===== config.mk =====
export PLATFORM = sky130hd
export DESIGN_NAME = tidst_table
export DESIGN_NICKNAME = d
export VERILOG_FILES = /design/src/design/tidst_pkg.sv /design/src/design/tidst_table.sv
export SDC_FILE = /design/constraint.sdc
export NUM_CORES = 2
export LEC_CHECK = 0
export CAP_MARGIN = 20
export CELL_PAD_IN_SITES_DETAIL_PLACEMENT = 1
export CELL_PAD_IN_SITES_GLOBAL_PLACEMENT = 1
export CORE_MARGIN = 5
export CORE_UTILIZATION = 38
export CTS_BUF_LIST = sky130_fd_sc_hd__clkbuf_8
export CTS_CLUSTER_SIZE = 28
export DETAILED_ROUTE_END_ITERATION = 10
export DONT_BUFFER_PORTS = 1
export MAX_ROUTING_LAYER = met4
export PLACE_DENSITY = 0.6
export SYNTH_ARGS = -nofsm -noshare
export SYNTH_HDL_FRONTEND = slang
export SYNTH_SLANG_ARGS = --single-unit

===== constraint.sdc =====
create_clock -name i_clk -period 28.6 [get_ports i_clk]
set_input_delay 1.43 -clock i_clk [delete_from_list [all_inputs] [get_ports i_clk]]
set_output_delay 1.43 -clock i_clk [all_outputs]
set_load 0.05 [all_outputs]

===== src/design/tidst_pkg.sv =====
// Package for the thread id slot table: sizes, operation and status codes,
// and the request and response structs. Depends on nothing.

package tidst_pkg;

    localparam int ENTRIES = 16;
    localparam int IDX_W   = (ENTRIES > 1) ? $clog2(ENTRIES) : 1;
    localparam int KEY_W   = 31;
    localparam int VALUE_W = 64;
    localparam int SLOT_W  = 4;

    typedef enum logic [0:0] {
        OP_INSERT = 1'b0,
        OP_REMOVE = 1'b1
    } t_op;

    typedef enum logic [1:0] {
        ST_OK        = 2'd0,
        ST_NOT_FOUND = 2'd1,
        ST_FULL      = 2'd2,
        ST_DUPLICATE = 2'd3
    } t_status;

    typedef struct packed {
        t_op                operation;
        logic [KEY_W-1:0]   key;
        logic [VALUE_W-1:0] value;
    } t_req;

    typedef struct packed {
        t_status            status;
        logic [VALUE_W-1:0] value_out;
        logic [SLOT_W-1:0]  slot;
    } t_rsp;

endpackage


===== src/design/tidst_table.sv =====
// Slot storage with parallel key match, first-free search and update.
// Depends on tidst_pkg.

module tidst_table import tidst_pkg::*; (
    input  logic i_clk,
    input  logic i_rst_n,
    input  logic i_en,
    input  t_req i_req,
    output t_rsp o_rsp
);

    logic [ENTRIES-1:0] r_valid;
    logic [ENTRIES-1:0] n_valid;
    logic [KEY_W-1:0]   r_key   [ENTRIES];
    logic [VALUE_W-1:0] r_value [ENTRIES];

    logic [ENTRIES-1:0] hit_vec;
    logic               hit_any;
    logic [IDX_W-1:0]   hit_idx;
    logic               free_any;
    logic [IDX_W-1:0]   free_idx;
    logic               do_write;
    logic               do_free;

    // Every valid slot compares its key against the request at once.
    always_comb begin
        for (int i = 0; i < ENTRIES; i++) begin
            hit_vec[i] = r_valid[i] && (r_key[i] == i_req.key);
        end
    end

    assign hit_any  = |hit_vec;
    assign free_any = ~&r_valid;

    // Lowest-numbered matching slot and lowest-numbered free slot.
    always_comb begin
        hit_idx  = '0;
        free_idx = '0;
        for (int i = ENTRIES - 1; i >= 0; i--) begin
            if (hit_vec[i]) begin
                hit_idx = IDX_W'(i);
            end
            if (!r_valid[i]) begin
                free_idx = IDX_W'(i);
            end
        end
    end

    always_comb begin
        o_rsp    = '{status: ST_OK, value_out: '0, slot: '0};
        do_write = 1'b0;
        do_free  = 1'b0;
        unique case (i_req.operation)
            OP_INSERT: begin
                if (hit_any) begin
                    o_rsp.status = ST_DUPLICATE;
                end else if (!free_any) begin
                    o_rsp.status = ST_FULL;
                end else begin
                    o_rsp.slot = SLOT_W'(free_idx);
                    do_write   = i_en;
                end
            end
            OP_REMOVE: begin
                if (!hit_any) begin
                    o_rsp.status = ST_NOT_FOUND;
                end else begin
                    o_rsp.value_out = r_value[hit_idx];
                    o_rsp.slot      = SLOT_W'(hit_idx);
                    do_free         = i_en;
                end
            end
            default: begin
                o_rsp.status = ST_NOT_FOUND;
            end
        endcase
    end

    always_comb begin
        n_valid = r_valid;
        if (do_write) begin
            n_valid[free_idx] = 1'b1;
        end
        if (do_free) begin
            n_valid[hit_idx] = 1'b0;
        end
    end

    always_ff @(posedge i_clk) begin
        if (!i_rst_n) begin
            r_valid <= '0;
        end else begin
            r_valid <= n_valid;
        end
    end

    always_ff @(posedge i_clk) begin
        if (do_write) begin
            r_key[free_idx]   <= i_req.key;
            r_value[free_idx] <= i_req.value;
        end
    end

    // Duplicate inserts are rejected, so a key lives in at most one slot.
    a_key_unique: assert property (@(posedge i_clk) disable iff (!i_rst_n)
        $onehot0(hit_vec))
        else $error("key held by more than one valid slot");

    a_insert_grows: assert property (@(posedge i_clk) disable iff (!i_rst_n)
        do_write |=> ($countones(r_valid) == $past($countones(r_valid)) + 1))
        else $error("successful insert did not occupy exactly one slot");

    a_remove_shrinks: assert property (@(posedge i_clk) disable iff (!i_rst_n)
        do_free |=> ($countones(r_valid) + 1 == $past($countones(r_valid))))
        else $error("successful remove did not free exactly one slot");

    a_idle_holds: assert property (@(posedge i_clk) disable iff (!i_rst_n)
        !i_en |=> $stable(r_valid))
        else $error("slot occupancy changed without a request in progress");

endmodule

# Yosys cells after proc, flatten, opt, wreduce, memory -nomap -nowiden
# Memory sizes are Yosys's and may differ from the RTL's.
# Index checks and enable logic that the tools add are counted.
# word_totals
memories	2
word_cells	101
ff_bits	16
inputBits	99
mem_bits_rw	1520
out_inout_bits	70
# mem_list
name	words	word_bits	read_ports	rd_clocked_by_memory_dff	write_ports	line	rtl
r_value	16	64	1	0	1	tidst_table.sv:15	logic [VALUE_W-1:0] r_value [ENTRIES];
r_key	16	31	16	0	1	tidst_table.sv:14	logic [KEY_W-1:0] r_key [ENTRIES];
# classes
n_reduce_logical	20
bitwise_logic	4
n_lt_le_gt_ge	4
mux	54
n_eq_ne	16
# ops
op	n
31-bit equality test	16
4-bit two-way mux	34
68-bit two-way mux	1
64-bit two-way mux	1
16-bit two-way mux	2
1-bit logical AND	18
16-bit bitwise AND	1
16-bit NOT	1
16-bit bitwise OR	1
16-bit AND reduction	1
16-bit OR reduction	1
4-bit by 5-bit less-than comparator with 1-bit output (second input constant)	2
1-bit two-way mux	10
1-bit demux with 4-bit select	2
4-bit by 1-bit greater-or-equal comparator with 1-bit output (second input constant)	2
4-bit case mux with 2 select lines	1
2-bit two-way mux	2
2-bit case mux with 2 select lines	1
1-bit NOT	1

# Longest topological paths before layout
# An unclocked memory read counts as a cell.
# depth
word_depth	26
ltp_mapped	16
depth_no_buf	10

# Worst setup path before layout
# OpenSTA, ideal clock, no wires.
# synth_timing
kind	in2reg
from	input port i_req[69] (netlist bit)
to	register r_valid[13]
t_required_ps	28498
path_slack_ps	13927
setup_time_ps	102
arrival_ps	14571
cell_stages	11
cell_sequence	clkbuf_1 buf_4 xor2_1 nor4_1 nand4_1 or4_1 nand4_1 nor4_2 nand4b_1 nor4b_1 o221a_2
# synth_between
elab_chain_len	25
elab_cells_between_ends	62
cone_classes	order compare: 2; eq/ne: 16; mux: 24; bitwise: 2; reduce/logical: 18
# synth_rtl
element	line	rtl
start, declared	tidst_table.sv:8	input t_req i_req,
31-bit equality test	tidst_table.sv:28	hit_vec[i] = r_valid[i] && (r_key[i] == i_req.key);
1-bit logical AND	tidst_table.sv:28	
4-bit two-way mux (16 in a row)	tidst_table.sv:40	if (hit_vec[i]) begin
4-bit by 5-bit less-than comparator with 1-bit output (not written as such) / 4-bit by 1-bit greater-or-equal comparator with 1-bit output (equally long branches)	tidst_table.sv:85	n_valid[hit_idx] = 1'b0;
1-bit logical AND (not written as such)	tidst_table.sv:85	
1-bit two-way mux (not written as such)	tidst_table.sv:85	
1-bit demux with 4-bit select	tidst_table.sv:85	
16-bit NOT (no line)	n/a	
16-bit bitwise AND (no line)	n/a	
16-bit two-way mux (*)	tidst_table.sv:84	if (do_free) begin
end signal, assigned	tidst_table.sv:93	r_valid <= n_valid;
end, declared	tidst_table.sv:12	logic [ENTRIES-1:0] r_valid;
# Mark *: on every way between the ends. The rest lies on a longest branch, timed or not.
# A chain may end at the register's enable or synchronous reset.

==> impl_metrics.csv <==
group,metric,value,unit
min_path,hold_path_depth,0,
synthesis,syn-cell-area,63300,um2
route,wire_per_inst,30.5,um
synthesis,ys_warn_count,0,
floorplan,num_rows,149,
synthesis,seq_area_frac_synth,72.6,%
worst_setup_path,r2r-start,"r_key[1][15]",
worst_setup_path,worstPathRequired,27170,ps
worst_setup_path,critPathMaxFanout,82,
clocking,clk_pin_slew_worst_paths,60,ps
run,maxCapViolations,0,
synthesis,async_flop_share,0,%
global_route,antenna_found_initial,5,
cells_and_area,syn_to_final_growth,11.6,%
clocking,clkLatencyLatePin,1020,ps
worst_setup_path,r2r_cells,11,
placed_design,place.gp.congestion,0.849,
worst_setup_path,cp.arrival,7730,ps
clocking,htreeDepth,5,
timing,setup_viol,0,
worst_setup_path,slowest_stage,"nor3_2",
route,wl_met3,14.7,mm
worst_setup_path,worstPathCellList,"xnor2_1, nand4_1, or4b_2, nor3_1, o2111ai_1, a31o_4, nand2_8, buf_4, buf_4, a221o_1, nand4_1, nor3_2",
synthesis,synth_nets,4298,
worst_setup_path,max_stage_delay,920,ps
floorplan,die-width,418,um
clocking,cts.repair.resized,0,
cells_and_area,stdcell_count,6637,
pwr,p_per_area,62.7,nW/um2
min_path,min_from,"i_req[32]",
worst_setup_path,cp-end-kind,"output pin",
timing,slew_violations,0,
clocking,cts_buffer_depth,4,
synthesis,syn-instance-count,4199,
global_route,grt_util_all_layers,23.4,%
timing,tns,0,ps
min_path,min_to,"r_value[3][32]",
route,ant_nets,0,
clocking,numCtsBuffers,284,
cells_and_area,final_cell_mix,"edfxtp_1 (1520), xnor2_1 (356), nand4_1 (345)",
route,drtIter0Drc,3162,
placed_design,dp_cells,6185,
global_route,grt_max_degree,186,
cells_and_area,fill_cells,16400,
worst_setup_path,reg2reg_setup_slack,22770,ps
clocking,cts_tree,"built",
cells_and_area,final_common_cell,"edfxtp_1",
synthesis,synth_edf_count,1520,
clocking,cts_setup_buffers,0,
route,wl_met2,95.3,mm
pwr,leakage,21.7,nW
pwr,power,4.43,mW
route,routed_via_density,5.93,
route,drc,0,
min_path,hp-class,"input port to register",
global_route,grt_pass1_wl,291,mm
timing,relSlewSlack,20.8,%
clocking,cts_root_buffer,"clkbuf_8",
worst_setup_path,startpoint,"i_req[76]",
timing,setup_ws,19440,ps
floorplan,core-area,165000,um2
route,drt_pass1_iterations,5,
floorplan,start_util,38.3,%
route,topRoutingLayerUsed,"met4",
synthesis,avgSynthCellArea,15.1,um2
clocking,cts.sinks,1536,
timing,period_needed,9160,ps
timing,hold_viol_final,0,
floorplan,die_y,418,um
timing,fin_crit_sh,32.0,%
route,vias,39400,
timing,tightest_slew,1190,ps
clocking,ctsHoldBuffers,0,
global_route,first_global_vias,41100,
floorplan,top_level_ports,169,
placed_design,post-place-ws,19480,ps
route,wl_met1,85.0,mm
timing,rsz0062_at_grt,"no",
cells_and_area,drive_gt1_share,11.6,%
status,status,"complete, no violations",
timing,fmax,109,MHz
synthesis,synth.ff_latch_count,1536,
worst_setup_path,crit_path_start_kind,"input port",
synthesis,synthFlopType,"edfxtp_1",
global_route,grt_overflow,0,
timing,skew,70.6,ps
cells_and_area,final_nets,4381,
worst_setup_path,crit_type,"input port to output pin",
placed_design,dp_hpwl,108,mm
floorplan,die_area,175000,um2
route,routed_wl,202,mm
worst_setup_path,r2r-end,"r_key[1][22]",
placed_design,io_buffers,0,
pwr,peakVddDrop,39.0,uV
synthesis,synth.distinct_cells,73,
==> how the worst max path moves through the flow <==
stage | depth (start not counted) | end | slack, ps
after global routing | 12 | o_rsp[59] | 19240
final | 12 | o_rsp[27] | 19440
after global placement | 12 | o_rsp[59] | 19650
after detailed placement | 12 | o_rsp[27] | 19480
after CTS | 12 | o_rsp[27] | 19430
after floorplan | 11 | r_valid[13] | 13930
==> cell usage after synthesis (4+ instances only) <==
library cell | count | share of area [%]
edfxtp_1 | 1520 | 72
xnor2_1 | 356 | 4.9
nand4_1 | 345 | 3.4
nand2_1 | 321 | 1.9
nand3_1 | 252 | 2.0
o21ai_0 | 211 | 1.7
xor2_1 | 137 | 1.9
clkbuf_1 | 133 | 0.79
buf_2 | 117 | 0.92
nor4_1 | 91 | 0.90
a31oi_1 | 82 | 0.81
a221oi_1 | 70 | 0.97
mux2i_1 | 59 | 0.93
a32oi_1 | 55 | 0.76
and4_1 | 36 | 0.50
nor4bb_1 | 35 | 0.55
and3_1 | 34 | 0.34
nor2_1 | 25 | 0.15
nor3_1 | 25 | 0.20
a221o_1 | 21 | 0.33
nand2b_1 | 21 | 0.21
mux2_2 | 19 | 0.34
a2111oi_2 | 18 | 0.43
buf_6 | 18 | 0.32
dfxtp_1 | 16 | 0.51
or4_1 | 16 | 0.19
o21ai_1 | 15 | 0.12
inv_1 | 13 | 0.077
o211ai_1 | 13 | 0.15
buf_1 | 11 | 0.065
buf_4 | 9 | 0.11
o2111ai_1 | 8 | 0.11
and2_1 | 6 | 0.059
o221a_2 | 6 | 0.11
a211oi_1 | 5 | 0.059
nand4b_1 | 5 | 0.069
o211a_1 | 5 | 0.079
a21oi_1 | 4 | 0.032
nor3b_1 | 4 | 0.047
nor4b_1 | 4 | 0.055
or3_1 | 4 | 0.040
==> registers in the layout (all words and copies together) (netlist names) <==
register	count
r_value	1024
r_key	496
r_valid	16
==> worst max-delay path, delay by kind of cell <==
family / cells / cell delay [ps]
simple gates: 6 / 3050
buf+inv: 2 / 1500
compound gates: 3 / 1280
xor+xnor: 1 / 260
==> report_power, final <==
part | switching (mW) | total (mW) | internal [mW]
clock network | 0.901 | 1.87 | 0.968
registers | 0.00315 | 2.49 | 2.49
logic | 0.0420 | 0.0725 | 0.0305
total | 0.946 | 4.43 | 3.48
==> per-layer routing <==
layer  vias up  track usage (%)
met5         -                -
met4         0             8.50
met3       411             5.18
met2      1466             36.8
met1     20800             29.9
li1      16700                -
==> metrics by stage <==
step | instance area [um2] | hold slack (ps) | utilization, %
2_1_floorplan | 63300 | 508 | -
3_3_place_gp | 65900 | 538 | 39.9
3_5_place_dp | 65900 | 549 | 39.9
4_1_cts | 70700 | 401 | 42.7
5_1_grt | 70700 | 422 | 42.7
6_report | 70700 | 501 | 42.7
==> layout make-up <==
type                            instances  area [um2]  share of cell area [%]
Sequential cell                      1536       46000                    65.0
Multi-Input combinational cell       2359       16400                    23.2
Timing Repair Buffer                   88         723                    1.02
Clock inverter                        154         702                   0.993
Tap cell                             2189        2740                    3.88
Inverter                               13        48.8                  0.0690
Clock buffer                          295        4060                    5.74
Antenna cell                            3        7.51                  0.0106
==> cell families after synthesis <==
logic type | after synthesis | share of synthesized area, %
flip-flops | 1536 | 72.6
buffers and inverters | 304 | 2.36
XOR/XNOR | 493 | 6.82
AND/OR/NAND/NOR | 1247 | 10.9
AO/OA/AOI/OAI | 541 | 6.02
multiplexers | 78 | 1.27
(Power assumes the default switching activity.)
